==> src/hdl/foc_cl_pkg.sv <==
`timescale 1ns / 1ps

package foc_cl_pkg;

  typedef struct packed {
    logic signed [31:0] phase_a_current;
    logic signed [31:0] phase_b_current;
    logic [15:0]        elec_angle;
    logic signed [31:0] d_setpoint;
    logic signed [31:0] q_setpoint;
  } sample_t;

  typedef struct packed {
    logic [15:0]        duty_a;
    logic [15:0]        duty_b;
    logic signed [31:0] volt_d;
    logic signed [31:0] volt_q;
  } result_t;

  localparam int CFG_INDEX_W = 3;

  typedef enum logic [CFG_INDEX_W-1:0] {
    CFG_PROP_GAIN       = 3'd0,
    CFG_INTEGRAL_RATIO  = 3'd1,
    CFG_ANTIWINDUP_GAIN = 3'd2,
    CFG_VOLT_UPPER      = 3'd3,
    CFG_VOLT_LOWER      = 3'd4,
    CFG_INV_SUPPLY_VOLT = 3'd5,
    CFG_DUTY_FULL       = 3'd6
  } cfg_index_t;

  localparam logic [30:0]        PROP_GAIN_RST       = 31'd65536;
  localparam logic [30:0]        INTEGRAL_RATIO_RST  = 31'd546;
  localparam logic [30:0]        ANTIWINDUP_GAIN_RST = 31'd65536;
  localparam logic signed [31:0] VOLT_UPPER_RST      = 32'sd1572864;
  localparam logic signed [31:0] VOLT_LOWER_RST      = -32'sd1572864;
  localparam logic [30:0]        INV_SUPPLY_VOLT_RST = 31'd2731;
  localparam logic [15:0]        DUTY_FULL_RST       = 16'd4200;

  localparam int MUL_A_W    = 33;
  localparam int MUL_B_W    = 32;
  localparam int PROD_W     = MUL_A_W + MUL_B_W;
  localparam int SUM_W      = PROD_W + 1;
  localparam int TRIG_MAG_W = 17;
  localparam int TRIG_W     = TRIG_MAG_W + 1;

  typedef enum logic [4:0] {
    ST_IDLE,
    ST_ROM_SIN,
    ST_ROM_COS,
    ST_TRIG,
    ST_ID_A,
    ST_ID_B,
    ST_IQ_A,
    ST_IQ_B,
    ST_ES_D,
    ST_ES_Q,
    ST_INT_D,
    ST_INT_Q,
    ST_PROP_D,
    ST_PROP_Q,
    ST_VA_A,
    ST_VA_B,
    ST_VB_A,
    ST_VB_B,
    ST_TA,
    ST_TB,
    ST_DA,
    ST_DB,
    ST_DONE
  } state_t;

  function automatic logic signed [31:0] sat32(input logic signed [SUM_W-1:0] v);
    if (v > SUM_W'(64'sd2147483647)) begin
      return 32'sh7FFFFFFF;
    end else if (v < SUM_W'(-64'sd2147483648)) begin
      return 32'sh80000000;
    end else begin
      return v[31:0];
    end
  endfunction

  function automatic logic signed [31:0] clamp(input logic signed [31:0] u,
                                               input logic signed [31:0] hi,
                                               input logic signed [31:0] lo);
    if (u > hi) begin
      return hi;
    end else if (u < lo) begin
      return lo;
    end else begin
      return u;
    end
  endfunction

  function automatic logic [15:0] to_duty(input logic signed [PROD_W-1:0] w,
                                          input logic [15:0] full);
    logic [PROD_W-18:0] d;
    d = w[PROD_W-1:17];
    if (w < 0) begin
      return 16'd0;
    end else if (d > (PROD_W-17)'(full)) begin
      return full;
    end else begin
      return d[15:0];
    end
  endfunction

  // quarter-wave sine entry, Q16, for offset m of a table with 2^bits entries
  function automatic logic [TRIG_MAG_W-1:0] quarter_sine(input int unsigned m,
                                                         input int bits);
    logic [63:0] x;
    logic [63:0] x2;
    logic [63:0] t;
    x  = (64'd3373259426 * 64'(m)) >> (bits - 1);
    x2 = (x * x) >> 30;
    t  = 64'd1073741824;
    t  = 64'd1073741824 - (((x2 * t) >> 30) / 64'd156);
    t  = 64'd1073741824 - (((x2 * t) >> 30) / 64'd110);
    t  = 64'd1073741824 - (((x2 * t) >> 30) / 64'd72);
    t  = 64'd1073741824 - (((x2 * t) >> 30) / 64'd42);
    t  = 64'd1073741824 - (((x2 * t) >> 30) / 64'd20);
    t  = 64'd1073741824 - (((x2 * t) >> 30) / 64'd6);
    return TRIG_MAG_W'((((x * t) >> 30) + 64'd8192) >> 14);
  endfunction

endpackage

==> src/hdl/foc_cl_mul.sv <==
`timescale 1ns / 1ps

module foc_cl_mul (
  input  logic                                    clk,
  input  logic signed [foc_cl_pkg::MUL_A_W-1:0]   a,
  input  logic signed [foc_cl_pkg::MUL_B_W-1:0]   b,
  output logic signed [foc_cl_pkg::PROD_W-1:0]    prod
);

  always_ff @(posedge clk) begin
    prod <= a * b;
  end

endmodule

==> config.mk <==
export PLATFORM = sky130hd
export DESIGN_NAME = foc_cl_mul
export DESIGN_NICKNAME = d
export VERILOG_FILES = /design/src/hdl/foc_cl_pkg.sv /design/src/hdl/foc_cl_mul.sv
export SDC_FILE = /design/constraint.sdc
export NUM_CORES = 2
export LEC_CHECK = 0
export BUFFER_PORTS_ARGS = -buffer_cell sky130_fd_sc_hd__clkbuf_2
export CORE_ASPECT_RATIO = 1.4
export CORE_MARGIN = 5
export CORE_UTILIZATION = 50
export DETAILED_ROUTE_END_ITERATION = 16
export GPL_ROUTABILITY_DRIVEN = 0
export PLACE_DENSITY_LB_ADDON = 0.08
export SYNTH_ARGS = -nofsm -noshare
export SYNTH_HDL_FRONTEND = slang
export SYNTH_SLANG_ARGS = --single-unit
==> constraint.sdc <==
create_clock -name clk -period 26 [get_ports clk]
set_clock_uncertainty 0.2 [all_clocks]
set_input_delay 5.2 -clock clk [delete_from_list [all_inputs] [get_ports clk]]
set_output_delay 5.2 -clock clk [all_outputs]
set_load 0.03 [all_outputs]
==> results.sh <==
export IMPL_detailed_place_hpwl_mm=86.5
export IMPL_grt_setup_unrepaired="no"
export IMPL_worst_hold_path_cell_count=3
export IMPL_firstDrtPassIters=5
export IMPL_postSynthRegisterBits=65
export IMPL_global_route_usage_total_pct=27.9
export IMPL_top_flip_flop_cell_by_instance_count_after_synthesis="sky130_fd_sc_hd__dfxtp_1"
export IMPL_min_period_ns=14.05
export IMPL_worstHoldPathType="input port to flop"
export IMPL_residual_antenna_violating_net_count_after_detailed_routing=0
export IMPL_timing_max_transition_violations_final=0
export IMPL_registers_top_by_ff_count="prod"
export IMPL_via_count=26400
export IMPL_area_growth_pct=4.53
export IMPL_largest_register_ffs=65
export IMPL_synth_edff_count=0
export IMPL_top_library_cells_by_usage_in_the_layout_fill_and_taps_aside="sky130_fd_sc_hd__fa_1, sky130_fd_sc_hd__inv_1, sky130_fd_sc_hd__nand2_1"
export IMPL_drt_iter0_drc=1232
export IMPL_cts_made_buffers=9
export IMPL_mappedNetlistNets=5378
export IMPL_async_reset_ff_share_pct=0
export IMPL_critical_path_required_ns=26.06
export IMPL_port_buffers=130
export IMPL_first_global_vias=30000
export IMPL_wl_mm=109
export IMPL_drc=0
export IMPL_syn_cell_area_um2=38200
export IMPL_floorplan_initialDensity_pct=50.1
export IMPL_critPathArrivalTime_ns=14.11
export IMPL_crit_type="input port to flop"
export IMPL_route_detailed_vias_per_inst=5.32
export IMPL_design_portCount=131
export IMPL_fp_dieH_um=337
export IMPL_clock_root_buffer="sky130_fd_sc_hd__clkbuf_16"
export IMPL_layout_worst_path_cycle_share_pct=54.0
export IMPL_max_cap_violations=0
export IMPL_synth_area_per_cell_um2=9.53
export IMPL_cts_resized=0
export IMPL_fillCellCount=7221
export IMPL_worstSetupEndpoint="prod[61]"
export IMPL_antenna_found_initial=3
export IMPL_clkSinkCount=65
export IMPL_grt_max_degree=34
export IMPL_timing_critical_path_to_type="flop"
export IMPL_post_cts_hold_buffer_count=0
export IMPL_nets=5351
export IMPL_die_area_um2=82200
export IMPL_clk_pin_slew_ns=0.06
export IMPL_wire_per_inst_um=21.9
export IMPL_synthDistinctLibCells=55
export IMPL_synth_yosys_seq_area_share_pct=3.40
export IMPL_hold_viol=0
export IMPL_placement_rows=120
export IMPL_post_cts_setup_buffers=0
export IMPL_start_kind="input port"
export IMPL_tritoncts="yes"
export IMPL_largest_registers="prod: 65 flops"
export IMPL_globalRouteOverflowTotal=0
export IMPL_fp_coreArea_um2=76300
export IMPL_outcome="completed"
export IMPL_relSlewSlack_pct=13.3
export IMPL_post_route_cells_drive_above_1_share_pct=4.91
export IMPL_die_w_um=244
export IMPL_area_sequential_um2=1300
export IMPL_highest_net_fanout_along_the_worst_path=32
export IMPL_maxClockFrequency_mhz=71.2
export IMPL_setup_viol_count_final=0
export IMPL_fin_tns_setup_ns=0
export IMPL_synth_yosys_warnings=0
export IMPL_grt_pass1_wl_mm=173
export IMPL_synth_cells=4014
export IMPL_htree_num_levels=3
export IMPL_clock_tree_buffer_depth=2
export IMPL_worst_setup_path_startpoint="a[25]"
export IMPL_mostFrequentLayoutCell="sky130_fd_sc_hd__fa_1"
export IMPL_multi_input_comb_area_um2=32400
export IMPL_slew_at_the_pin_closest_to_its_max_slew_limit_ns=1.27
synth_stat cells (8+ instances only):
library cell	n	area (µm²)
sky130_fd_sc_hd__dfxtp_1	65	1300
sky130_fd_sc_hd__nand4_1	12	75.1
sky130_fd_sc_hd__o21bai_1	12	90.1
sky130_fd_sc_hd__nand2_1	536	2010
sky130_fd_sc_hd__a21oi_1	70	350
sky130_fd_sc_hd__and3_1	8	50.1
sky130_fd_sc_hd__nor2_1	47	176
sky130_fd_sc_hd__xnor2_1	47	412
sky130_fd_sc_hd__nand3_1	12	60.1
sky130_fd_sc_hd__a31oi_1	8	50.1
sky130_fd_sc_hd__a21o_1	30	225
sky130_fd_sc_hd__xor2_1	27	236
sky130_fd_sc_hd__fa_1	1112	22300
sky130_fd_sc_hd__o21ai_0	25	125
sky130_fd_sc_hd__inv_1	989	3710
sky130_fd_sc_hd__clkbuf_1	210	788
sky130_fd_sc_hd__ha_1	186	2330
sky130_fd_sc_hd__nand2b_1	11	68.8
sky130_fd_sc_hd__and2_1	531	3320
cell families after synthesis:
kind of cell | synth area share [%]
DFF | 3.40
xor gates and xnor gates | 1.69
AOI/OAI and AO/OA | 3.47
and+or+nand+nor | 15.4
adders and majority gates | 64.3
buffers and inverters | 11.8
critical path, cell delays in order:
cell and delay (ns):
sky130_fd_sc_hd__clkbuf_2 0.56, sky130_fd_sc_hd__and2_1 0.43, sky130_fd_sc_hd__fa_1 0.49, sky130_fd_sc_hd__fa_1 0.68
sky130_fd_sc_hd__inv_1 0.10, sky130_fd_sc_hd__fa_1 0.50, sky130_fd_sc_hd__fa_1 0.52, sky130_fd_sc_hd__inv_1 0.06
sky130_fd_sc_hd__fa_1 0.55, sky130_fd_sc_hd__fa_1 0.43, sky130_fd_sc_hd__fa_1 0.53, sky130_fd_sc_hd__fa_1 0.51
sky130_fd_sc_hd__ha_1 0.47, sky130_fd_sc_hd__a21o_1 0.21, sky130_fd_sc_hd__a21o_1 0.18, sky130_fd_sc_hd__a2111oi_0 0.44
sky130_fd_sc_hd__o21a_1 0.27, sky130_fd_sc_hd__o21ai_0 0.37, sky130_fd_sc_hd__nand2_1 0.24, sky130_fd_sc_hd__nand2_1 0.12
sky130_fd_sc_hd__a2111oi_0 0.82, sky130_fd_sc_hd__o41ai_1 0.22, sky130_fd_sc_hd__xor2_1 0.17
per-stage QoR:
| stage | hold WS, ns | utilization (%) | setup WS (ns) | cell area, µm² | cells |
|---|---|---|---|---|---|
| after floorplan | 5.13 | - | 13.26 | 38200 | 4014 |
| after detailed placement | 5.44 | 52.0 | 11.52 | 39700 | 4952 |
| after global routing | 5.19 | 52.4 | 11.63 | 40000 | 4968 |
| final | 5.17 | 52.4 | 11.95 | 40000 | 4969 |
| after global placement | 5.44 | 52.0 | 11.61 | 39700 | 4952 |
| after CTS | 5.17 | 52.4 | 11.93 | 40000 | 4968 |
worst min-delay path by stage:
stage                  start  endpoint  slack, ns
global placement    prod[19]  prod[19]       5.44
floorplan               b[0]   prod[0]       5.13
detailed placement   prod[4]   prod[4]       5.44
finish                  a[0]   prod[0]       5.17
CTS                     a[0]   prod[0]       5.17
global route            a[0]   prod[0]       5.19
area by class of cell:
cell class              count  share of cell area, %
well taps                 976                   3.05
inverters                 989                   9.28
diodes                      1                0.00626
multi-input cells        2749                   81.2
repair buffers            173                   2.43
clock inverters             5                  0.197
flip-flops and latches     65                   3.25
clock buffers              11                  0.607
layer usage:
metal | up-vias | track usage (%) | routed length [µm] | part of all wire [%]
met5 | - | 0 | 0 | 0
met4 | 0 | 17.4 | 8370 | 7.7
met3 | 278 | 2.80 | 4010 | 3.7
met2 | 729 | 52.6 | 60100 | 55
met1 | 14100 | 29.9 | 36500 | 34
li1 | 11400 | - | - | -
Power is not shown: default switching activity piles up to over one toggle a cycle in this logic, so the estimate is an artifact.
